File: config.mk
export PLATFORM = sky130hd
export DESIGN_NAME = r2fft_bfly
export DESIGN_NICKNAME = d
export VERILOG_FILES = /design/src/rtl/r2fft_pkg.sv /design/src/rtl/r2fft_bfly.sv
export SDC_FILE = /design/constraint.sdc
export NUM_CORES = 2
export LEC_CHECK = 0
export BUFFER_PORTS_ARGS = -buffer_cell sky130_fd_sc_hd__buf_2
export CORE_MARGIN = 2
export CORE_UTILIZATION = 45
export CTS_CLUSTER_DIAMETER = 120
export DETAILED_ROUTE_END_ITERATION = 12
export GPL_ROUTABILITY_DRIVEN = 0
export REMOVE_ABC_BUFFERS = 1
export SLEW_MARGIN = 15
export SYNTH_ARGS = -nofsm -noshare
export SYNTH_HDL_FRONTEND = slang
export SYNTH_SLANG_ARGS = --single-unit
File: constraint.sdc
create_clock -name clk -period 7 [get_ports clk]
set_input_delay 0 -clock clk [delete_from_list [all_inputs] [get_ports clk]]
set_output_delay 0 -clock clk [all_outputs]
set_load 0.01 [all_outputs]
File: src/rtl/r2fft_pkg.sv
// Package for the radix-2 FFT/IFFT engine: sizes, twiddle table, helpers.
// No dependencies.
`timescale 1ns / 1ps
package r2fft_pkg;
    localparam int POINTS_DEF = 64;
    localparam int MAX_LOG = 6;

    typedef logic signed [15:0] smp_t;

    function automatic logic signed [15:0] qcos(input logic [4:0] q);
        logic signed [15:0] v;
        unique case (q)
            5'd0: v = 16'sd16384;  5'd1: v = 16'sd16305;  5'd2: v = 16'sd16069;
            5'd3: v = 16'sd15679;  5'd4: v = 16'sd15137;  5'd5: v = 16'sd14449;
            5'd6: v = 16'sd13623;  5'd7: v = 16'sd12665;  5'd8: v = 16'sd11585;
            5'd9: v = 16'sd10394;  5'd10: v = 16'sd9102;  5'd11: v = 16'sd7723;
            5'd12: v = 16'sd6270;  5'd13: v = 16'sd4756;  5'd14: v = 16'sd3196;
            5'd15: v = 16'sd1606;  default: v = 16'sd0;
        endcase
        return v;
    endfunction

    function automatic logic signed [15:0] tw_cos(input logic [4:0] q);
        logic [4:0] m;
        m = 5'd0 - q;
        return (q <= 5'd16) ? qcos(q) : -qcos(m);
    endfunction

    function automatic logic signed [15:0] tw_sin(input logic [4:0] q);
        logic [4:0] a;
        logic [4:0] b;
        a = 5'd16 - q;
        b = q - 5'd16;
        return (q <= 5'd16) ? qcos(a) : qcos(b);
    endfunction

    function automatic logic signed [15:0] sat16(input logic signed [18:0] x);
        if (x > 19'sd32767) return 16'sh7fff;
        if (x < -19'sd32768) return 16'sh8000;
        return x[15:0];
    endfunction
endpackage

File: src/rtl/r2fft_bfly.sv
// Registered butterfly datapath: complex multiply, then add/subtract with saturation.
// Depends on r2fft_pkg.
`timescale 1ns / 1ps
module r2fft_bfly
    import r2fft_pkg::*;
(
    input  logic        clk,
    input  logic [31:0] a,
    input  logic [31:0] b,
    input  logic signed [15:0] c,
    input  logic signed [15:0] sn,
    output logic [31:0] ya,
    output logic [31:0] yb
);
    logic signed [31:0] p0_reg, p1_reg, p2_reg, p3_reg;
    logic [31:0] a_reg;
    logic signed [15:0] br, bi, ar, ai;
    logic signed [32:0] tr_full, ti_full;
    logic signed [18:0] tr, ti;

    assign br = b[31:16];
    assign bi = b[15:0];

    // one multiplier row, registered before the sums
    always_ff @(posedge clk)
    begin
        p0_reg <= br * c;
        p1_reg <= bi * sn;
        p2_reg <= br * sn;
        p3_reg <= bi * c;
        a_reg  <= a;
    end

    assign ar = a_reg[31:16];
    assign ai = a_reg[15:0];
    assign tr_full = 33'(p0_reg) - 33'(p1_reg);
    assign ti_full = 33'(p2_reg) + 33'(p3_reg);
    assign tr = tr_full[32:14];
    assign ti = ti_full[32:14];
    assign ya = {sat16(19'(ar) + tr), sat16(19'(ai) + ti)};
    assign yb = {sat16(19'(ar) - tr), sat16(19'(ai) - ti)};
endmodule

Yosys cells after proc, flatten, opt, wreduce, memory -nomap -nowiden
Index checks and enable logic that the tools add are counted.
{"block": "totals", "ff_bits": 160, "output_inout_bits": 64}
{"block": "op_classes", "addsub": 6, "mul": 4, "n_lt_le_gt_ge": 8, "mux": 28}
{"operator": "2-to-1 mux 16 bit", "n": 16}
{"operator": "multiplier 16 x 16 -> 32 bit", "n": 4}
{"operator": "greater-than comparator 19 x 16 -> 1 bit, second input constant", "n": 4}
{"operator": "< comparator 19 x 16 -> 1 bit, second input constant", "n": 4}
{"operator": "adder 16 x 19 -> 19 bit", "n": 2}
{"operator": "subtractor 16 x 19 -> 19 bit", "n": 2}
{"operator": "adder 32 x 32 -> 33 bit", "n": 1}
{"operator": "subtractor 32 x 32 -> 33 bit", "n": 1}
{"operator": "2-to-1 mux 1 bit", "n": 12}

Depth between registers and ports, before layout
{"block": "depth", "word_depth": 7, "mapped_depth": 26, "mapped_depth_nobuf": 25}

Worst setup path before layout
Ideal clock, no wire load.
{"block": "synth_timing", "kind": "input to register", "startpoint": "input port b[15]", "endpoint": "register p3_reg[31]", "setup_time_ns": 0.072, "arrival_ns": 5.625, "setup_slack_ns": 1.303, "path_stages": 21, "path_buffers": 1, "cell_sequence": "clkbuf_1 nand2_1 inv_1 fa_1 fa_1 inv_1 fa_1 fa_1 fa_1 inv_1 fa_1 ha_1 a2111oi_0 o21ai_0 o21ai_0 o21ai_0 a41o_1 nor3_1 o21bai_1 a21oi_1 xnor2_1"}
{"block": "synth_between", "elab_chain_len": 1}
{"element": "start: declaration", "line": "r2fft_bfly.sv:9", "rtl": "input logic [31:0] b,"}
{"element": "multiplier 16 x 16 -> 32 bit", "line": "r2fft_bfly.sv:30", "rtl": "p3_reg <= bi * c;"}
{"element": "end signal: assignment", "line": "r2fft_bfly.sv:30"}
{"element": "end: declaration", "line": "r2fft_bfly.sv:15", "rtl": "logic signed [31:0] p0_reg, p1_reg, p2_reg, p3_reg;"}
No other way between the ends.

Worst setup path after layout
{"block": "layout_timing", "startpoint": "register p2_reg[5]", "endpoint": "output port yb[3]"}
{"block": "layout_between", "elab_chain_len": 7, "word_cells_on_any_way": 10, "classes_between": "add/sub (2); order compare (2); mux (6)"}
{"element": "start: declaration", "line": "r2fft_bfly.sv:15"}
{"element": "start signal: assignment", "line": "r2fft_bfly.sv:29", "rtl": "p2_reg <= br * sn;"}
{"element": "adder 32 x 32 -> 33 bit *", "line": "r2fft_bfly.sv:37", "rtl": "assign ti_full = 33'(p2_reg) + 33'(p3_reg);"}
{"element": "subtractor 16 x 19 -> 19 bit *", "line": "r2fft_bfly.sv:41", "rtl": "assign yb = {sat16(19'(ar) - tr), sat16(19'(ai) - ti)};"}
{"element": "< comparator 19 x 16 -> 1 bit", "line": "r2fft_pkg.sv:39", "rtl": "if (x < -19'sd32768) return 16'sh8000;"}
{"element": "2-to-1 mux 1 bit (2 in a row)", "line": "r2fft_pkg.sv:39"}
{"element": "2-to-1 mux 16 bit", "line": "r2fft_pkg.sv:40", "rtl": "return x[15:0];"}
{"element": "2-to-1 mux 16 bit *", "line": "r2fft_pkg.sv:39"}
{"element": "end: declaration", "line": "r2fft_bfly.sv:13", "rtl": "output logic [31:0] yb"}
Every way passes the cells marked *; elsewhere a longest branch is shown, timed or not. The select of a mux whose other input is x is not followed.

==> impl_metrics.yaml <==
synth:
  ys_async_sr_fraction_pct: 0
  synthesis.yosys.warnings: 0
  postSynthCellCount: 5487
  post_synth_edffs: 0
  syn-cell-area_sq_mm: 0.04884
  syn-mean-instance-area_sq_um: 8.900
  synthFlopType: "sky130_fd_sc_hd__dfxtp_1"
  ys_types: 85
  postSynthRegisterBits: 160
  seq_area_frac_synth_pct: 6.559
sta:
  finalHoldViolCount: 0
  max_freq_mhz: 158.9
  post-route-min-period_ns: 6.292
  tightest_slew_ns: 0.9041
  final-setup-viol-count: 0
  fin_tns_setup_ns: 0
  timing.slew.headroom_pct: 39.36
  min_period_over_period_pct: 89.88
  maxSlewViolCount: 0
  grt_setup_unrepaired: "false"
routing:
  routed_wirelength_um: 117300
  route.detailed.drc: 0
  dr_total_vias: 35415
  vias_per_cell: 5.077
  pre_repair_dr_iteration_count: 6
  routed_wire_length_per_instance_um: 16.82
  drtAntennaViolNets: 0
  drt_iter0_drc: 2424
worst_setup_path:
  worst-setup-path-type: "register to output pin"
  end_kind: "output pin"
  crit_path_end: "yb[3]"
  timing.critical_path.from: "p2_reg[5]"
  cp.required_ns: 7.00
  cp.arrival_ns: 6.29
  crit_path_start_kind: "register"
  peak_fanout_along_the_critical_path: 15
clock_tree:
  htree_levels: 4
  cts_tree: "done"
  clock-sinks: 160
  clkTransAtPathRegs_ns: 0.07
  clock_path_buffers: 2
  ctsRootBufferMaster: "sky130_fd_sc_hd__clkbuf_16"
  cts-buffers-inserted: 17
global_route:
  grt_max_degree: 33
  grt_use_total_pct: 22.45
  globalRouteOverflowTotal: 0
  grt_pass1_vias: 36825
  number_of_antenna_violations_at_the_first_check_in_global_routing: 3
  grt_pass1_wl_um: 197500
cells_and_area:
  drive_gt1_share_pct: 5.528
  final_net_count: 7177
  fillers: 10380
  flow.area_growth_from_synthesis_pct: 6.746
floorplan:
  initial_utilization_pct: 45.49
  die_height_um: 333.4
  site_rows: 120
  placeableCoreArea_sq_mm: 0.1074
  num_io_pins: 161
  floorplan.die.width_um: 333.4
  die_footprint_sq_mm: 0.1112
status:
  status: "complete, no violations"
placed_design:
  placement.io_buffers: 160
  dp.final_hpwl_um: 96050
min_path:
  hold_path.class: "input port to register"
run:
  max_cap_violations: 0
[kinds of logic after synthesis]
logic type	synth area share (%)
xor gates and xnor gates	4.501
and+or+nand+nor	13.61
muxes	0.1307
AOI/OAI and AO/OA	7.888
adders and majority gates	55.14
DFF	6.559
buffers and inverters	12.17
[final cells by class]
| type | count | area, sq um | area share (%) |
|---|---|---|---|
| antenna | 1 | 2.502 | 0.004800 |
| multi-input combinational | 3754 | 39690 | 76.14 |
| inverter | 1347 | 5056 | 9.699 |
| sequential | 160 | 3203 | 6.144 |
| tap | 1403 | 1755 | 3.367 |
| timing repair buffer | 279 | 1824 | 3.499 |
| clock buffer | 18 | 439.2 | 0.8424 |
| clock inverter | 14 | 156.4 | 0.3000 |
[critical path, cell delays in order (launching register included)]
cell,delay [ns]
sky130_fd_sc_hd__dfxtp_1,0.30
sky130_fd_sc_hd__ha_1,0.32
sky130_fd_sc_hd__nand3_1,0.10
sky130_fd_sc_hd__a21oi_1,0.33
sky130_fd_sc_hd__o21ai_0,0.22
sky130_fd_sc_hd__a22oi_1,0.61
sky130_fd_sc_hd__nor4_1,0.19
sky130_fd_sc_hd__o31a_1,0.35
sky130_fd_sc_hd__nor2_1,0.15
sky130_fd_sc_hd__nor2_1,0.07
sky130_fd_sc_hd__xnor2_1,0.19
sky130_fd_sc_hd__ha_1,0.32
sky130_fd_sc_hd__inv_1,0.17
sky130_fd_sc_hd__nand3_1,0.16
sky130_fd_sc_hd__nor4b_1,0.51
sky130_fd_sc_hd__o41a_1,0.24
sky130_fd_sc_hd__o21ai_2,0.12
sky130_fd_sc_hd__o31ai_1,0.25
sky130_fd_sc_hd__xor2_1,0.28
sky130_fd_sc_hd__o31a_1,0.56
sky130_fd_sc_hd__o21ai_0,0.18
sky130_fd_sc_hd__buf_2,0.17
[how the worst min path moves through the flow]
stage | from | cells after the start | slack [ns] | end
6_report | b[0] | 2 | 0.05 | p3_reg[0]
4_1_cts | b[0] | 2 | 0.007 | p3_reg[0]
5_1_grt | b[0] | 2 | 0.06 | p3_reg[0]
3_3_place_gp | a[31] | 1 | 0.10 | a_reg[31]
3_5_place_dp | a[21] | 1 | 0.10 | a_reg[21]
2_1_floorplan | a[0] | 0 | 0.03 | a_reg[0]
[repair_timing]
action / CTS / global route
endpoints found under the setup margin: 0 / 15
endpoints found under the hold margin: 32 / 0
gates resized for setup: 0 / 1
buffers inserted: 0 / 0
hold buffers: 32 / 0
[cell usage after synthesis (4+ instances only)]
master                         n  area (sq um)
sky130_fd_sc_hd__clkbuf_1    207         777.0
sky130_fd_sc_hd__o22ai_1       4         25.02
sky130_fd_sc_hd__nor2_1      134         503.0
sky130_fd_sc_hd__buf_1         5         18.77
sky130_fd_sc_hd__nor3b_1       5         37.54
sky130_fd_sc_hd__or4_1         4         30.03
sky130_fd_sc_hd__a211oi_1     13         97.59
sky130_fd_sc_hd__o21a_1       22         165.2
sky130_fd_sc_hd__o21ai_1      29         145.1
sky130_fd_sc_hd__o21bai_1     39         292.8
sky130_fd_sc_hd__nand4_1      19         118.9
sky130_fd_sc_hd__a211o_1       5         43.79
sky130_fd_sc_hd__inv_1      1344          5045
sky130_fd_sc_hd__nor4_1        8         50.05
sky130_fd_sc_hd__fa_1       1052         21060
sky130_fd_sc_hd__a21o_1       96         720.7
sky130_fd_sc_hd__xor2_1       64         560.5
sky130_fd_sc_hd__a21oi_1     195         975.9
sky130_fd_sc_hd__ha_1        469          5868
sky130_fd_sc_hd__and2_1      392          2452
sky130_fd_sc_hd__nor2b_1      20         125.1
sky130_fd_sc_hd__buf_2         7         35.03
sky130_fd_sc_hd__a31oi_1      15         93.84
sky130_fd_sc_hd__o2111ai_1     4         35.03
sky130_fd_sc_hd__and4_1        8         70.07
sky130_fd_sc_hd__or2_2         4         25.02
sky130_fd_sc_hd__nand2_1     636          2387
sky130_fd_sc_hd__o31a_1        6         52.55
sky130_fd_sc_hd__xnor2_1     187          1638
sky130_fd_sc_hd__a21boi_0      5         37.54
sky130_fd_sc_hd__o31ai_1      11         82.58
sky130_fd_sc_hd__nand3_1      39         195.2
sky130_fd_sc_hd__nor3_1       27         135.1
sky130_fd_sc_hd__buf_4         4         30.03
sky130_fd_sc_hd__and3_1       12         75.07
sky130_fd_sc_hd__nand2b_1     48         300.3
sky130_fd_sc_hd__or3_1        10         62.56
sky130_fd_sc_hd__o211ai_1      7         52.55
sky130_fd_sc_hd__o21ai_0      96         480.5
sky130_fd_sc_hd__dfxtp_1     160          3203
[per-stage QoR]
| step | util (%) | hold slack [ns] | area [sq um] | setup WS (ns) | std cells |
|---|---|---|---|---|---|
| 6_report | 48.56 | 0.05462 | 52130 | 0.7082 | 6976 |
| 5_1_grt | 48.56 | 0.05857 | 52130 | 0.01770 | 6975 |
| 4_1_cts | 48.55 | 0.007379 | 52120 | 0.5198 | 6975 |
| 3_5_place_dp | 47.70 | 0.1036 | 51210 | 0.4342 | 6911 |
| 3_3_place_gp | 47.70 | 0.1018 | 51210 | 0.5231 | 6911 |
| 2_1_floorplan | - | 0.02772 | 47950 | 1.461 | 5261 |
[metal layers]
layer,part of all wire (%),up-vias,routed length [um],GRT usage [%]
met1,48,17890,55860,33.89
met5,0.039,-,46,0
met2,44,916,51500,33.87
met3,6.3,94,7340,3.256
met4,2.2,6,2590,5.334
li1,-,16509,-,-
[cell usage in the layout, fill, tap and decap left out, drive strengths merged, types with 134 or more instances in the layout]
cell type,synthesis,final
a21oi,197,197
and2,392,392
buf,18,247
dfxtp,160,160
fa,1052,1052
ha,469,469
inv,1345,1350
nand2,636,636
nor2,134,134
xnor2,187,187
Power is not shown: default switching activity piles up to over one toggle a cycle in this logic, so the estimate is an artifact.
